`config.mk`:
```
export PLATFORM = sky130hd
export DESIGN_NAME = tcw_queue
export DESIGN_NICKNAME = d
export VERILOG_FILES = /design/src/rtl/tcw_pkg.sv /design/src/rtl/tcw_queue.sv
export SDC_FILE = /design/constraint.sdc
export NUM_CORES = 1
export LEC_CHECK = 0
export ABC_AREA = 1
export BUFFER_PORTS_ARGS = -buffer_cell sky130_fd_sc_hd__buf_4
export CAP_MARGIN = 25
export CORE_MARGIN = 2
export CORE_UTILIZATION = 36
export CTS_BUF_LIST = sky130_fd_sc_hd__clkbuf_4
export DETAILED_ROUTE_END_ITERATION = 8
export PLACE_DENSITY = 0.62
export SLEW_MARGIN = 20
export SYNTH_ARGS = -nofsm -noshare
export SYNTH_HDL_FRONTEND = slang
export SYNTH_SLANG_ARGS = --single-unit
```
`constraint.sdc`:
```
create_clock -name clk -period 4.1 [get_ports clk]
set_input_delay 0.82 -clock clk [delete_from_list [all_inputs] [get_ports clk]]
set_output_delay 0.82 -clock clk [all_outputs]
set_load 0.005 [all_outputs]
```
`src/rtl/tcw_pkg.sv`:
```
// ----------------------------------------------------------------------------
// tcw_pkg: shared types and constants of the text console character writer
// Field widths, character codes, register indexes and the queue entry format
// used by the front, the queue and the back of the writer.
// ----------------------------------------------------------------------------
package tcw_pkg;

  localparam int CHAR_W    = 8;
  localparam int COL_W     = 7;
  localparam int ROW_W     = 5;
  localparam int CFG_IDX_W = 1;
  localparam int CFG_W     = 7;

  localparam logic [CHAR_W-1:0] CODE_BS = 8'd8;
  localparam logic [CHAR_W-1:0] CODE_LF = 8'd10;
  localparam logic [CHAR_W-1:0] CODE_CR = 8'd13;
  localparam logic [CHAR_W-1:0] BLANK   = 8'd32;

  localparam logic [CFG_IDX_W-1:0] REG_COLS = 1'd0;
  localparam logic [CFG_IDX_W-1:0] REG_ROWS = 1'd1;

  localparam logic [COL_W-1:0] CFG_COLS_RESET = 7'd80;
  localparam logic [ROW_W-1:0] CFG_ROWS_RESET = 5'd25;

  localparam int QUEUE_DEPTH = 2;

  typedef enum logic [2:0] {
    K_READ,
    K_BS,
    K_LF,
    K_CR,
    K_PUT
  } kind_t;

  // One classified transaction waiting for the back end.
  typedef struct packed {
    kind_t                   kind;
    logic [CHAR_W-1:0]       chr;
    logic [ROW_W-1:0]        row;
    logic [COL_W-1:0]        col;
    logic                    rd_ok;
  } item_t;

  // Screen size in use after the zero and upper-bound corrections.
  typedef struct packed {
    logic [COL_W-1:0] cols;
    logic [ROW_W-1:0] rows;
  } cfg_eff_t;

endpackage

```
`src/rtl/tcw_queue.sv`:
```
// ----------------------------------------------------------------------------
// tcw_queue: short queue between the front and the back of the writer
// Holds classified transactions so that input and execution stall apart.
// ----------------------------------------------------------------------------
module tcw_queue (
  input  logic            clk,
  input  logic            rst_n,
  input  logic            push_i,
  input  tcw_pkg::item_t  push_item_i,
  output logic            full_o,
  input  logic            pop_i,
  output logic            valid_o,
  output tcw_pkg::item_t  pop_item_o
);

  localparam int PTR_W = (tcw_pkg::QUEUE_DEPTH > 1) ? $clog2(tcw_pkg::QUEUE_DEPTH) : 1;
  localparam int CNT_W = $clog2(tcw_pkg::QUEUE_DEPTH + 1);

  tcw_pkg::item_t     entry_r [tcw_pkg::QUEUE_DEPTH];
  logic [PTR_W-1:0]   wr_ptr_r;
  logic [PTR_W-1:0]   rd_ptr_r;
  logic [CNT_W-1:0]   count_r;

  function automatic logic [PTR_W-1:0] ptr_inc(input logic [PTR_W-1:0] p);
    if (p == PTR_W'(tcw_pkg::QUEUE_DEPTH - 1)) begin
      return '0;
    end
    return p + PTR_W'(1);
  endfunction

  assign full_o     = (count_r == CNT_W'(tcw_pkg::QUEUE_DEPTH));
  assign valid_o    = (count_r != '0);
  assign pop_item_o = entry_r[rd_ptr_r];

  always_ff @(posedge clk) begin
    if (!rst_n) begin
      wr_ptr_r <= '0;
      rd_ptr_r <= '0;
      count_r  <= '0;
    end else begin
      if (push_i) begin
        entry_r[wr_ptr_r] <= push_item_i;
        wr_ptr_r          <= ptr_inc(wr_ptr_r);
      end
      if (pop_i) begin
        rd_ptr_r <= ptr_inc(rd_ptr_r);
      end
      if (push_i && !pop_i) begin
        count_r <= count_r + CNT_W'(1);
      end else if (pop_i && !push_i) begin
        count_r <= count_r - CNT_W'(1);
      end
    end
  end

  a_no_overflow: assert property (@(posedge clk) disable iff (!rst_n)
    push_i |-> !full_o || pop_i)
    else $error("queue written while full");

  a_no_underflow: assert property (@(posedge clk) disable iff (!rst_n)
    pop_i |-> valid_o)
    else $error("queue read while empty");

endmodule

```
# Yosys cells after proc, flatten, opt, wreduce, memory -nomap -nowiden
# Memories as Yosys holds them, arrays and structs flattened. A register that Yosys moved wholly into a read port is not among the register bits.
# Cells that the tools add are included.
dict set report word_totals {
  regBits 4
  mem_bits_rw 48
  in_bits 28
  output_inout_bits 26
  elab_cells 32
  memories 1
}
dict set report op_classes {
  addsub 4
  eq_ne 1
  mux 17
  reduce_logical 6
}
# name depth width rd rd_clocked_by_memory_dff wr line_no
set memory_table {}
lappend memory_table {entry_r 2 24 1 1 1 tcw_queue.sv:19} ;# tcw_pkg::item_t entry_r [tcw_pkg::QUEUE_DEPTH];
# cell count
set op_table {}
lappend op_table {{1-bit 2-to-1 mux} 15}
lappend op_table {{2-bit 2-to-1 mux} 2}
lappend op_table {{2-bit nonzero test} 2}
lappend op_table {{1-bit adder, second input constant} 2}
lappend op_table {{2-bit by 1-bit adder with 2-bit output, second input constant} 1}
lappend op_table {{2-bit equality test, second input constant} 1}
lappend op_table {{1-bit logical AND} 2}
lappend op_table {{1-bit logical NOT} 2}
lappend op_table {{2-bit by 1-bit subtractor with 2-bit output, second input constant} 1}

# Longest topological paths before layout
dict set report logic_depth {
  word_depth 6
  ltp_mapped 8
}

# Worst setup path before layout
# OpenSTA, ideal clock, no wires.
dict set report synth_timing {
  kind {input to register}
  start {input rst_n}
  end {memory entry_r[1][0] (netlist name) (enable)}
  arrival_ps 2554
  t_required_ps 3665
  path_slack_ps 1111
  cell_stages 2
  path_buffers 0
  path_cell_list {inv_1 > nor3_1}
}
dict set report synth_between {
  elab_chain_len 2
}
# element line_no
set synth_rtl {}
lappend synth_rtl {{start: declaration} tcw_queue.sv:7} ;# input logic rst_n,
lappend synth_rtl {{1-bit 2-to-1 mux} tcw_queue.sv:36} ;# if (!rst_n) begin
lappend synth_rtl {{1-bit 2-to-1 mux (implied by the code)} tcw_queue.sv:42} ;# entry_r[wr_ptr_r] <= push_item_i;
lappend synth_rtl {{end: declaration} tcw_queue.sv:19}
# Every way passes these cells.

==> impl_results.md <==
- Clock Pin Slew Worst Setup and Hold Paths: 0.13 ns
- CP Launch Type: flop
- RePlAce Congestion: 0.595
- Critical path data arrival time: 2.02 ns
- Post-CTS setup repair buffer count: 0
- Mean Syn Cell Area: 19.0 µm²
- Power Density: 372 mW/mm²
- Worst Setup EP: pop_item_o[3]
- Min cycle time layout: 2.84 ns
- Fmax: 0.352 GHz
- Largest net degree at the start of global routing: 25
- #FFs+latches synth: 53
- Routed WL: 3290 µm
- Maximum VDD drop: 0.150 mV
- Setup Viol. Count Final: 0
- I/O Buffers: 53
- Synth warn: 0
- Rows: 27
- Post-synth net total: 138
- Worst slew pin tran: 0.660 ns
- Setup TNS: 0 ns
- Finished Cell Area: 0.00259 mm²
- Netlist cell types: 16
- Post-layout nets: 198
- TritonRoute pass-1 iters: 5
- Synth area leaders: edfxtp_1 (70%), mux2_4 (15%), dfxtp_1 (4.8%), mux2_2 (2.2%), buf_12 (1.9%)
- Post-CTS Hold Buffers: 0
- P_sw: 0.000205 W
- Share of cells above drive strength 1: 51.8%
- R2r endpoint: entry_r[1][10]$_DFFE_PP_
- DR DRC count: 0
- Critical Path RT: 3.28 ns
- Clock network power share: 21.3%
- Tcrit/Tclk final: 69.4%
- Vias in the first global route: 1106
- Final Hold Vio Count: 0
- Comb pwr share: 13.9%
- DR vias: 1070
- # clock sinks: 53
- Total die area: 0.00637 mm²
- P_int: 0.000757 W
- Die X-Extent: 79.8 µm
- Reg2reg start: wr_ptr_r$_SDFFE_PN0P_
- Crit Path Max Fanout: 14
- Iteration-0 DRC Markers: 36
- TritonCTS Buffers: 5
- Clock latency on the worst-skew pair: 0.35 ns
- DP HPWL: 2350 µm
- Syn Std Cell Area: 0.00207 mm²
- Core ar.: 0.00554 mm²
- Status: completed
- Sw Share: 21.3%
- Cts repair resizes: 0
- Max Transition Viols Final: 0
- Mapped Cells: 109
- Max cap viols: 0
- Synth-to-layout area growth: 25.0%
- Unrepaired setup endpoints after global routing: false
- CP Capture Type: output pin
- Drt wl/cell: 13.6 µm
- Slew Limit Headroom: 55.9%
- Synth area leader: edfxtp_1
- Root Driver: clkbuf_4
- Leak: 1.03 nW
- CTS tree: yes
- GRT Util Overall: 10.8%
- Htree depth: 2
- Worst Skew: 0.00427 ns
- Placed Area: 0.00254 mm²
- Initial antenna violation count: 0
- Worst reg2reg path depth: 3
- Antenna viol nets, final: 0
- Total gr overflow: 0
- First-pass GRT wire length: 5090 µm
- Critical path class: flop to output pin
- Number of diodes: 0
- Worst Hold Class: flop to flop
- Initial Util: 37.4%
- Clock tree buffer depth: 2
- Reg power frac: 64.8%
- Vias per inst: 4.42
- IO Pins: 54
- Die height: 79.8 µm
- Share of the synthesized area in the top cell type: 69.6%
- Register area share after synthesis: 74.5%
- Reg-to-reg slack, setup: 2.86 ns
placed cells by master, fill, tap and decap left out:
| cell type | instances |
|---|---|
| nand2_1 | 7 |
| xnor2_1 | 1 |
| clkinv_2 | 1 |
| nand4_1 | 1 |
| inv_1 | 9 |
| nand3_1 | 1 |
| o21ai_0 | 1 |
| ha_1 | 1 |
| edfxtp_1 | 48 |
| dfxtp_1 | 5 |
| clkbuf_4 | 5 |
| nor2_2 | 1 |
| clkinv_1 | 2 |
| nor3_2 | 1 |
| a21oi_1 | 2 |
| mux2_4 | 20 |
| mux2_2 | 4 |
| nor2_1 | 4 |
| buf_4 | 56 |
sequential cells by signal, indices dropped and copies added (netlist names), named ones only:
signal	count
entry_r	48
count_r	2
rd_ptr_r	1
wr_ptr_r	1
critical path, cell delays in order (launching register included):
cell     delay, ns
dfxtp_1       0.77
buf_4         0.39
mux2_2        0.37
buf_4         0.13
cell families (layout without fill, tap and decap cells):
kind of cell,count (synthesis),in the layout,share of synthesized area [%]
AOI/OAI and AO/OA,3,3,0.725
xor gates and xnor gates,1,1,0.423
adders and majority gates,1,1,0.604
buffers and inverters,12,73,4.11
DFF,53,53,74.5
muxes,24,24,16.7
and+or+nand+nor,15,15,2.96
worst min-delay path by stage:
stage                                      from               endpoint  slack, ns  depth (start not counted)
after floorplan           wr_ptr_r$_SDFFE_PN0P_  wr_ptr_r$_SDFFE_PN0P_       0.44                          2
after global placement    wr_ptr_r$_SDFFE_PN0P_  wr_ptr_r$_SDFFE_PN0P_       0.45                          2
after detailed placement  wr_ptr_r$_SDFFE_PN0P_  wr_ptr_r$_SDFFE_PN0P_       0.46                          2
after CTS                 wr_ptr_r$_SDFFE_PN0P_  wr_ptr_r$_SDFFE_PN0P_       0.48                          2
after global routing      wr_ptr_r$_SDFFE_PN0P_  wr_ptr_r$_SDFFE_PN0P_       0.52                          2
final                     wr_ptr_r$_SDFFE_PN0P_  wr_ptr_r$_SDFFE_PN0P_       0.48                          2
cells in the mapped netlist:
master	n
a21oi_1	2
buf_12	2
buf_6	1
dfxtp_1	5
edfxtp_1	48
ha_1	1
inv_1	9
mux2_2	4
mux2_4	20
nand2_1	7
nand3_1	1
nand4_1	1
nor2_1	5
nor3_1	1
o21ai_0	1
xnor2_1	1
power by group through the flow:
stage | clock network, W | logic (W) | registers, W
after detailed placement | 0 | 0.000136 | 0.000635
after global routing | 0.000236 | 0.000146 | 0.000626
final | 0.000205 | 0.000134 | 0.000623
after global placement | 0 | 0.000133 | 0.000634
after floorplan | 0 | 0.0000800 | 0.000629
after CTS | 0.000221 | 0.000137 | 0.000623
routing by layer:
metal	routed length, µm	GRT usage, %	vias to the layer above
li1	-	-	519
met1	1330	12.7	500
met2	1660	18.7	47
met3	266	3.62	4
met4	29	3.05	0
met5	0	0	-
per-stage QoR:
step	util, %	power [W]	instances	setup WS, ns	hold WS (ns)
after CTS	46.7	0.000981	242	1.21	0.476
after global placement	45.8	0.000767	234	1.66	0.450
final	46.7	0.000961	242	1.26	0.479
after floorplan	-	0.000709	109	1.11	0.443
after global routing	46.7	0.00101	242	1.14	0.516
after detailed placement	45.8	0.000772	234	1.63	0.458
final cells by class:
| cell class | instances | area (µm²) |
|---|---|---|
| clock buffers | 5 | 37.5 |
| clock inverters | 3 | 12.5 |
| fillers | 496 | 2950 |
| inverters | 9 | 33.8 |
| multi-input cells | 44 | 450 |
| flip-flops and latches | 53 | 1540 |
| well taps | 72 | 90.1 |
| repair buffers | 56 | 420 |
Power figures use the tool's default switching activity.
