### config.mk
export PLATFORM = sky130hd
export DESIGN_NAME = tcw_front
export DESIGN_NICKNAME = d
export VERILOG_FILES = /design/src/rtl/tcw_pkg.sv /design/src/rtl/tcw_front.sv
export SDC_FILE = /design/constraint.sdc
export NUM_CORES = 1
export LEC_CHECK = 0
export ABC_AREA = 0
export BUFFER_PORTS_ARGS = -buffer_cell sky130_fd_sc_hd__buf_4
export CAP_MARGIN = 30
export CORE_MARGIN = 2
export CORE_UTILIZATION = 37
export DETAILED_ROUTE_END_ITERATION = 8
export GPL_ROUTABILITY_DRIVEN = 0
export PLACE_DENSITY = 0.88
export SLEW_MARGIN = 25
export SYNTH_ARGS = -nofsm -noshare
export SYNTH_HDL_FRONTEND = slang
export SYNTH_SLANG_ARGS = --single-unit
### constraint.sdc
create_clock -name vclk -period 4.3
set_input_delay 0.86 -clock vclk [all_inputs]
set_output_delay 0.86 -clock vclk [all_outputs]
set_load 0.01 [all_outputs]
### src/rtl/tcw_pkg.sv
// ----------------------------------------------------------------------------
// tcw_pkg: shared types and constants of the text console character writer
// Field widths, character codes, register indexes and the queue entry format
// used by the front, the queue and the back of the writer.
// ----------------------------------------------------------------------------
package tcw_pkg;

  localparam int CHAR_W    = 8;
  localparam int COL_W     = 7;
  localparam int ROW_W     = 5;
  localparam int CFG_IDX_W = 1;
  localparam int CFG_W     = 7;

  localparam logic [CHAR_W-1:0] CODE_BS = 8'd8;
  localparam logic [CHAR_W-1:0] CODE_LF = 8'd10;
  localparam logic [CHAR_W-1:0] CODE_CR = 8'd13;
  localparam logic [CHAR_W-1:0] BLANK   = 8'd32;

  localparam logic [CFG_IDX_W-1:0] REG_COLS = 1'd0;
  localparam logic [CFG_IDX_W-1:0] REG_ROWS = 1'd1;

  localparam logic [COL_W-1:0] CFG_COLS_RESET = 7'd80;
  localparam logic [ROW_W-1:0] CFG_ROWS_RESET = 5'd25;

  localparam int QUEUE_DEPTH = 2;

  typedef enum logic [2:0] {
    K_READ,
    K_BS,
    K_LF,
    K_CR,
    K_PUT
  } kind_t;

  // One classified transaction waiting for the back end.
  typedef struct packed {
    kind_t                   kind;
    logic [CHAR_W-1:0]       chr;
    logic [ROW_W-1:0]        row;
    logic [COL_W-1:0]        col;
    logic                    rd_ok;
  } item_t;

  // Screen size in use after the zero and upper-bound corrections.
  typedef struct packed {
    logic [COL_W-1:0] cols;
    logic [ROW_W-1:0] rows;
  } cfg_eff_t;

endpackage

### src/rtl/tcw_front.sv
// ----------------------------------------------------------------------------
// tcw_front: input side of the text console character writer
// Accepts input transactions while the queue has room and classifies each
// one into a read, a control code or a printable put.
// ----------------------------------------------------------------------------
module tcw_front (
  input  logic                          in_valid,
  output logic                          in_stall,
  input  logic                          in_operation,
  input  logic [tcw_pkg::CHAR_W-1:0]    in_char_code,
  input  logic [tcw_pkg::ROW_W-1:0]     in_read_row,
  input  logic [tcw_pkg::COL_W-1:0]     in_read_col,
  input  tcw_pkg::cfg_eff_t             cfg_eff_i,
  input  logic                          q_full_i,
  output logic                          push_o,
  output tcw_pkg::item_t                item_o
);

  tcw_pkg::kind_t kind;

  assign in_stall = q_full_i;
  assign push_o   = in_valid && !q_full_i;

  always_comb begin
    if (in_operation) begin
      kind = tcw_pkg::K_READ;
    end else begin
      unique case (in_char_code)
        tcw_pkg::CODE_BS: kind = tcw_pkg::K_BS;
        tcw_pkg::CODE_LF: kind = tcw_pkg::K_LF;
        tcw_pkg::CODE_CR: kind = tcw_pkg::K_CR;
        default:          kind = tcw_pkg::K_PUT;
      endcase
    end
  end

  // A read outside the size in use answers with a blank.
  assign item_o.kind  = kind;
  assign item_o.chr   = in_char_code;
  assign item_o.row   = in_read_row;
  assign item_o.col   = in_read_col;
  assign item_o.rd_ok = (in_read_row < cfg_eff_i.rows) && (in_read_col < cfg_eff_i.cols);

endmodule

* Yosys cells after proc, flatten, opt, wreduce, memory -nomap -nowiden *
Cells that the tools add are included.

storage, ports and cells
  flip-flop bits (word level) = 0
  bits of input ports = 35
  output and inout port bits = 26

cells by class
  order comparisons = 2
  equal/unequal tests = 3
  mux-type cells = 2
  reduce and logical (&&, ||, !) cells = 3

operators with widths
  operator                                                         count
  8-bit by 4-bit == test with 1-bit output, second input constant  3
  3-bit case mux with 3 select lines                               1
  7-bit < comparator                                               1
  5-bit < comparator                                               1
  3-bit two-way mux                                                1
  1-bit logical AND                                                2
  1-bit logical NOT                                                1

* Depth between registers and ports, before layout *
Gate-level depths: netlist (run 1).

  word-level depth = 3
  depth in mapped cells = 5
  depth with buffers taken out = 5

* Worst setup path before layout (run 1) *
No wires, ideal clock.

  path kind = input to output
  start point = in cfg_eff_i[4] (netlist bit)
  end point = out item_o[0] (netlist bit)
  arrival = 1.893 ns
  slack = 1.547 ns
  stages on the path = 4
  cell sequence = inv_1 -> ha_1 -> a211o_1 -> a2111oi_2

RTL lines
  item                RTL line         RTL
  start: declaration  tcw_front.sv:13  input tcw_pkg::cfg_eff_t cfg_eff_i,
  end: declaration    tcw_front.sv:16  output tcw_pkg::item_t item_o

==> impl_metrics.py, run 1 <==
metrics = {
    "run_status": {
        "status": "finished, final reports clean",
    },
    "detailed_routing": {
        "final_antenna_net_count": 0,
        "wl_per_cell_um": 10.1,
        "totalWireLength_mm": 1.22,
        "drtIter0Drc": 2,
        "drc": 0,
        "via_count": 545,
        "drtPass1Iterations": 4,
        "vias_per_cell": 4.50,
    },
    "finish": {
        "syn_to_final_growth_pct": 63.9,
        "fin_cells": 121,
        "layout_commonest_cell": "buf_4",
        "seq_cells": 0,
        "num_antenna_cells": 0,
        "seq_area_um2": 0,
        "drive_gt1_frac": 0.632,
        "nNetsFinal": 153,
        "clkbuf_count": 0,
        "fillers": 120,
        "final_cell_mix": "buf_4 (61), inv_1 (10), ha_1 (10)",
    },
    "yosys": {
        "yosysUniqueCellTypes": 20,
        "syn_nets": 111,
        "ys_warn_count": 0,
        "avgSynthCellArea_um2": 7.56,
        "ys_seq_area_frac": 0,
        "synth_area_um2": 499,
        "netlist_instances": 66,
    },
    "die": {
        "die_area_um2": 1660,
        "rows": 13,
        "die_w_um": 40.7,
        "die_h_um": 40.7,
        "coreArea_um2": 1280,
        "ios": 61,
        "initial_core_util": 0.389,
    },
    "global_routing": {
        "grt_overflow_total": 0,
        "grt_antenna_before_repair": 0,
        "grt_pass1_vias": 477,
        "grt_usage": 0.152,
        "grt_max_degree": 5,
        "grt_pass1_wl_mm": 1.79,
    },
    "flow_run": {
        "drv_cap": 0,
    },
    "power": {
        "sequentialPowerShare": 0,
        "leakagePower_nw": 0.479,
        "p_clk_frac": 0,
        "peakVddDrop_mv": 0.0481,
        "power_density_nw_per_um2": 97.5,
        "power_switching_mw": 0.0317,
        "intPower_mw": 0.0481,
        "pwr-share-comb": 1.000,
        "p_sw_frac": 0.397,
    },
    "critical_path": {
        "cp-end-kind": "output pin",
        "critPathLaunchType": "input port",
        "critPathKind": "input port to output pin",
        "crit_required_ns": 3.44,
        "arrival_ns": 2.08,
        "cp_max_fo": 2,
    },
    "timing": {
        "fin_setup_tns_ns": 0,
        "timing.slew.headroom": 0.824,
        "final-setup-viol-count": 0,
        "tightest_slew_ns": 0.264,
        "fin_crit_ns": 2.94,
        "fin_hold_ws_ns": 1.91,
        "post-route-period-util": 0.685,
        "rsz0062_at_grt": "false",
        "drv_slew": 0,
        "finalHoldViolCount": 0,
        "clock.fmax_mhz": 340,
    },
    "cts": {
        "cts.hold.buffers_added": 0,
        "cts_setup_buffers": 0,
        "cts_resized": 0,
    },
    "placement": {
        "io_buffer_count": 61,
        "place_hpwl_mm": 1.18,
        "dp_cells": 121,
    },
    "worst_hold_path": {
        "hp-class": "input port to output pin",
    },
}
==> cells by family (layout without fill, tap and decap cells) <==
group,after synthesis,count (layout),synth area share
compound gates,9,9,0.155
buf+inv,31,71,0.391
mux,1,1,0.0226
simple gates,15,15,0.180
fa+ha+maj,10,10,0.251
==> final timing paths <==
check                 startpoint         to  depth (start not counted)
hold / removal          q_full_i   in_stall                          2
setup / recovery  in_read_row[4]  item_o[0]                          5
==> metal layers <==
layer / global-route usage / wire length [µm]
met1: 0.157 / 399
met3: 0 / 80
met4: 0 / 0
met2: 0.345 / 745
met5: 0 / 0
==> final cells by class <==
class	count	area (µm²)	share of cell area
multi-input combinational	35	304	0.372
inverter	10	37.5	0.0459
timing repair buffer	61	458	0.560
tap	15	18.8	0.0229
==> power groups by stage <==
stage / logic (mW) / registers [mW] / clock network [mW]
after floorplan: 0.0438 / 0 / 0
after global placement: 0.0786 / 0 / 0
after detailed placement: 0.0807 / 0 / 0
after CTS: 0.0810 / 0 / 0
after global routing: 0.0895 / 0 / 0
final: 0.0798 / 0 / 0
==> critical path: stages <==
cell       delay (ns)
buf_4            0.11
ha_1             0.30
a211o_1          0.31
a2111oi_2        0.33
buf_4            0.18
==> synthesized netlist by cell type (all sizes together) <==
master   number  area (µm²)
nor3          2        10.0
a2111oi       2        30.0
a21oi         3        15.0
nand2b        2        20.0
nor2          1        3.75
buf          21         158
mux2          1        11.3
a211o         1        8.76
a211oi        1        12.5
or2           1        6.26
inv          10        37.5
nor2b         1        6.26
nand3         2        10.0
nand2         4        15.0
o21ai         1        5.00
a31oi         1        6.26
nand4         1        6.26
ha           10         125
nor4          1        12.5
==> through the flow <==
stage	power [mW]	worst slack [ns]	area (µm²)	util
after detailed placement	0.0807	1.35	818	0.637
after floorplan	0.0438	1.55	499	-
final	0.0798	1.36	818	0.637
after CTS	0.0810	1.34	818	0.637
after global placement	0.0786	1.38	818	0.637
after global routing	0.0895	1.24	818	0.637
(Power assumes the default switching activity.)
==> run 2: changes to the inputs <==
--- a/config.mk
+++ b/config.mk
@@ -5,14 +5,14 @@
 export SDC_FILE = /design/constraint.sdc
 export NUM_CORES = 1
 export LEC_CHECK = 0
-export ABC_AREA = 0
+export ABC_AREA = 1
 export BUFFER_PORTS_ARGS = -buffer_cell sky130_fd_sc_hd__buf_4
 export CAP_MARGIN = 30
 export CORE_MARGIN = 2
-export CORE_UTILIZATION = 37
+export CORE_UTILIZATION = 33
 export DETAILED_ROUTE_END_ITERATION = 8
 export GPL_ROUTABILITY_DRIVEN = 0
-export PLACE_DENSITY = 0.88
+export PLACE_DENSITY = 0.78
 export SLEW_MARGIN = 25
 export SYNTH_ARGS = -nofsm -noshare
 export SYNTH_HDL_FRONTEND = slang
==> constraint.sdc (replaced) <==
create_clock -name vclk -period 2.4
set_input_delay 0.48 -clock vclk [all_inputs]
set_output_delay 0.48 -clock vclk [all_outputs]
set_load 0.01 [all_outputs]
==> run 2 against run 1 <==
Effect of this change:
- first-iteration DRC count rose by 100%
- sequential share of layout area stayed put
- utilization shrank 6.8 points
- final area increased by 8.4%
- non-clock buffer count did not move
- flip-flop and latch count unchanged
- via count up 21%
- critical path type unchanged
- largest cell class unchanged
- largest power group unchanged
- highest routed layer unchanged
==> impl_metrics.py, run 2 <==
metrics = {
    "yosys": {
        "synthAdderAreaFrac": 0.221,
        "synth_top_cell_area_share": 0.278,
        "yosysUniqueCellTypes": 14,
        "synth_area_um2": 567,
        "netlist_instances": 96,
        "syn_nets": 141,
        "synth_mux_area_frac": 0,
        "ys_warn_count": 0,
        "synth-xor-area-share": 0.0155,
        "yosys-top-cells-area": "buf_4 (28%), ha_1 (22%), inv_1 (14%)",
        "synthSimpleGateAreaFrac": 0.307,
        "synth-compound-area-share": 0.0397,
        "synth_top_family_by_area": "buffers and inverters",
        "synthTopCellsByCount": "buf_4 (21), inv_1 (21), nand2_1 (21)",
        "ys_seq_area_frac": 0,
        "avgSynthCellArea_um2": 5.90,
        "yosysTopAreaCell": "buf_4",
    },
    "timing": {
        "rsz0062_at_grt": "false",
        "timing.slew.headroom": 0.870,
        "timing.final.ws_setup_ns": 0.493,
        "final-setup-viol-count": 0,
        "post-route-period-util": 0.795,
        "clock.fmax_mhz": 524,
        "fin_crit_ns": 1.91,
        "fin_setup_tns_ns": 0,
        "drv_slew": 0,
        "tightest_slew_ns": 0.194,
        "finalHoldViolCount": 0,
    },
    "flow_run": {
        "drv_cap": 0,
    },
    "critical_path": {
        "critical-path-slowest-cell": "ha_1",
        "crit_path_cell_trace": "buf_4 > ha_1 > nand2_1 > inv_1 > a21oi_1 > nand2_1 > nor2_1 > buf_4",
        "arrival_ns": 1.43,
        "critPathLaunchType": "input port",
        "crit_required_ns": 1.92,
        "cp_max_fo": 2,
        "critPathKind": "input port to output pin",
        "crit_family": "adder cells",
        "cp-end-kind": "output pin",
        "critPathMaxStageDelay_ns": 0.30,
        "path_buf_inv": 3,
    },
    "power": {
        "power_mw": 0.149,
        "leakagePower_nw": 0.576,
        "peakVddDrop_mv": 0.0806,
        "power_density_nw_per_um2": 168,
    },
    "detailed_routing": {
        "drtPass1Iterations": 4,
        "final_antenna_net_count": 0,
        "vias_per_cell": 4.33,
        "drtIter0Drc": 4,
        "totalWireLength_mm": 1.32,
        "wl_per_cell_um": 8.68,
        "via_count": 658,
        "drc": 0,
    },
    "die": {
        "initial_core_util": 0.364,
        "die_area_um2": 2070,
        "die_w_um": 45.4,
        "ios": 61,
        "coreArea_um2": 1560,
        "die_h_um": 45.4,
        "rows": 14,
    },
    "global_routing": {
        "grt_usage": 0.114,
        "grt_pass1_vias": 552,
        "grt_max_degree": 5,
        "grt_antenna_before_repair": 0,
        "grt_overflow_total": 0,
        "grt_pass1_wl_mm": 1.89,
    },
    "finish": {
        "clkbuf_count": 0,
        "post-route-cell-area_um2": 887,
        "nNetsFinal": 183,
        "num_antenna_cells": 0,
        "seq_area_um2": 0,
        "seq_cells": 0,
        "drive_gt1_frac": 0.478,
        "fillers": 161,
        "fin_cells": 152,
        "syn_to_final_growth_pct": 56.5,
        "layout_commonest_cell": "buf_4",
        "final_cell_mix": "buf_4 (61), inv_1 (21), nand2_1 (21)",
    },
    "cts": {
        "cts_setup_buffers": 0,
        "cts_resized": 0,
        "cts.hold.buffers_added": 0,
    },
    "placement": {
        "dp_slack_ns": 0.483,
        "dp_cells": 152,
        "place_hpwl_mm": 1.24,
        "place_area_um2": 887,
        "io_buffer_count": 61,
    },
    "run_status": {
        "status": "finished, final reports clean",
    },
    "worst_hold_path": {
        "hp-class": "input port to output pin",
    },
}
## run 2: cell count changes after synthesis, sizes merged, moves of 2 or more
cell	before	now
a2111oi	2	0
nand2	4	22
nor2	1	13
nand2b	2	0
inv	10	21
## run 2: cell families (layout without fill, tap and decap cells)
group,count (synthesis),count (layout)
adder cells (fa/ha/maj),10,10
buffers and inverters,42,82
AND/OR/NAND/NOR,39,39
XOR/XNOR,1,1
AO/OA/AOI/OAI,4,4
## run 2: layer usage
metal | share of wire | vias to the layer above | wire length, µm | track usage
met2 | 0.54 | 37 | 718 | 0.256
met3 | 0.11 | 0 | 146 | 0
met5 | 0 | - | 0 | 0
met4 | 0 | 0 | 0 | 0
li1 | - | 348 | - | -
met1 | 0.34 | 273 | 455 | 0.119
## run 2: report_power, final
part           total [mW]  switching [mW]  internal [mW]
registers               0               0              0
clock network           0               0              0
logic               0.149          0.0638         0.0857
## run 2: per-stage QoR
| stage | utilization | hold WS (ns) |
|---|---|---|
| 3_3_place_gp | 0.569 | 1.15 |
| 2_1_floorplan | - | 1.01 |
| 6_report | 0.569 | 1.15 |
| 5_1_grt | 0.569 | 1.15 |
| 3_5_place_dp | 0.569 | 1.15 |
| 4_1_cts | 0.569 | 1.15 |
## run 2: layout make-up
type / count / area (µm²) / area share
timing repair buffer: 61 / 458 / 0.516
multi-input combinational: 54 / 330 / 0.372
tap: 16 / 20.0 / 0.0226
inverter: 21 / 78.8 / 0.0889
## run 2: worst paths after layout
path	startpoint	cells past startpoint	to	slack, ns
setup / recovery	in_read_col[6]	8	item_o[0]	0.49
hold / removal	in_read_col[0]	2	item_o[1]	1.15
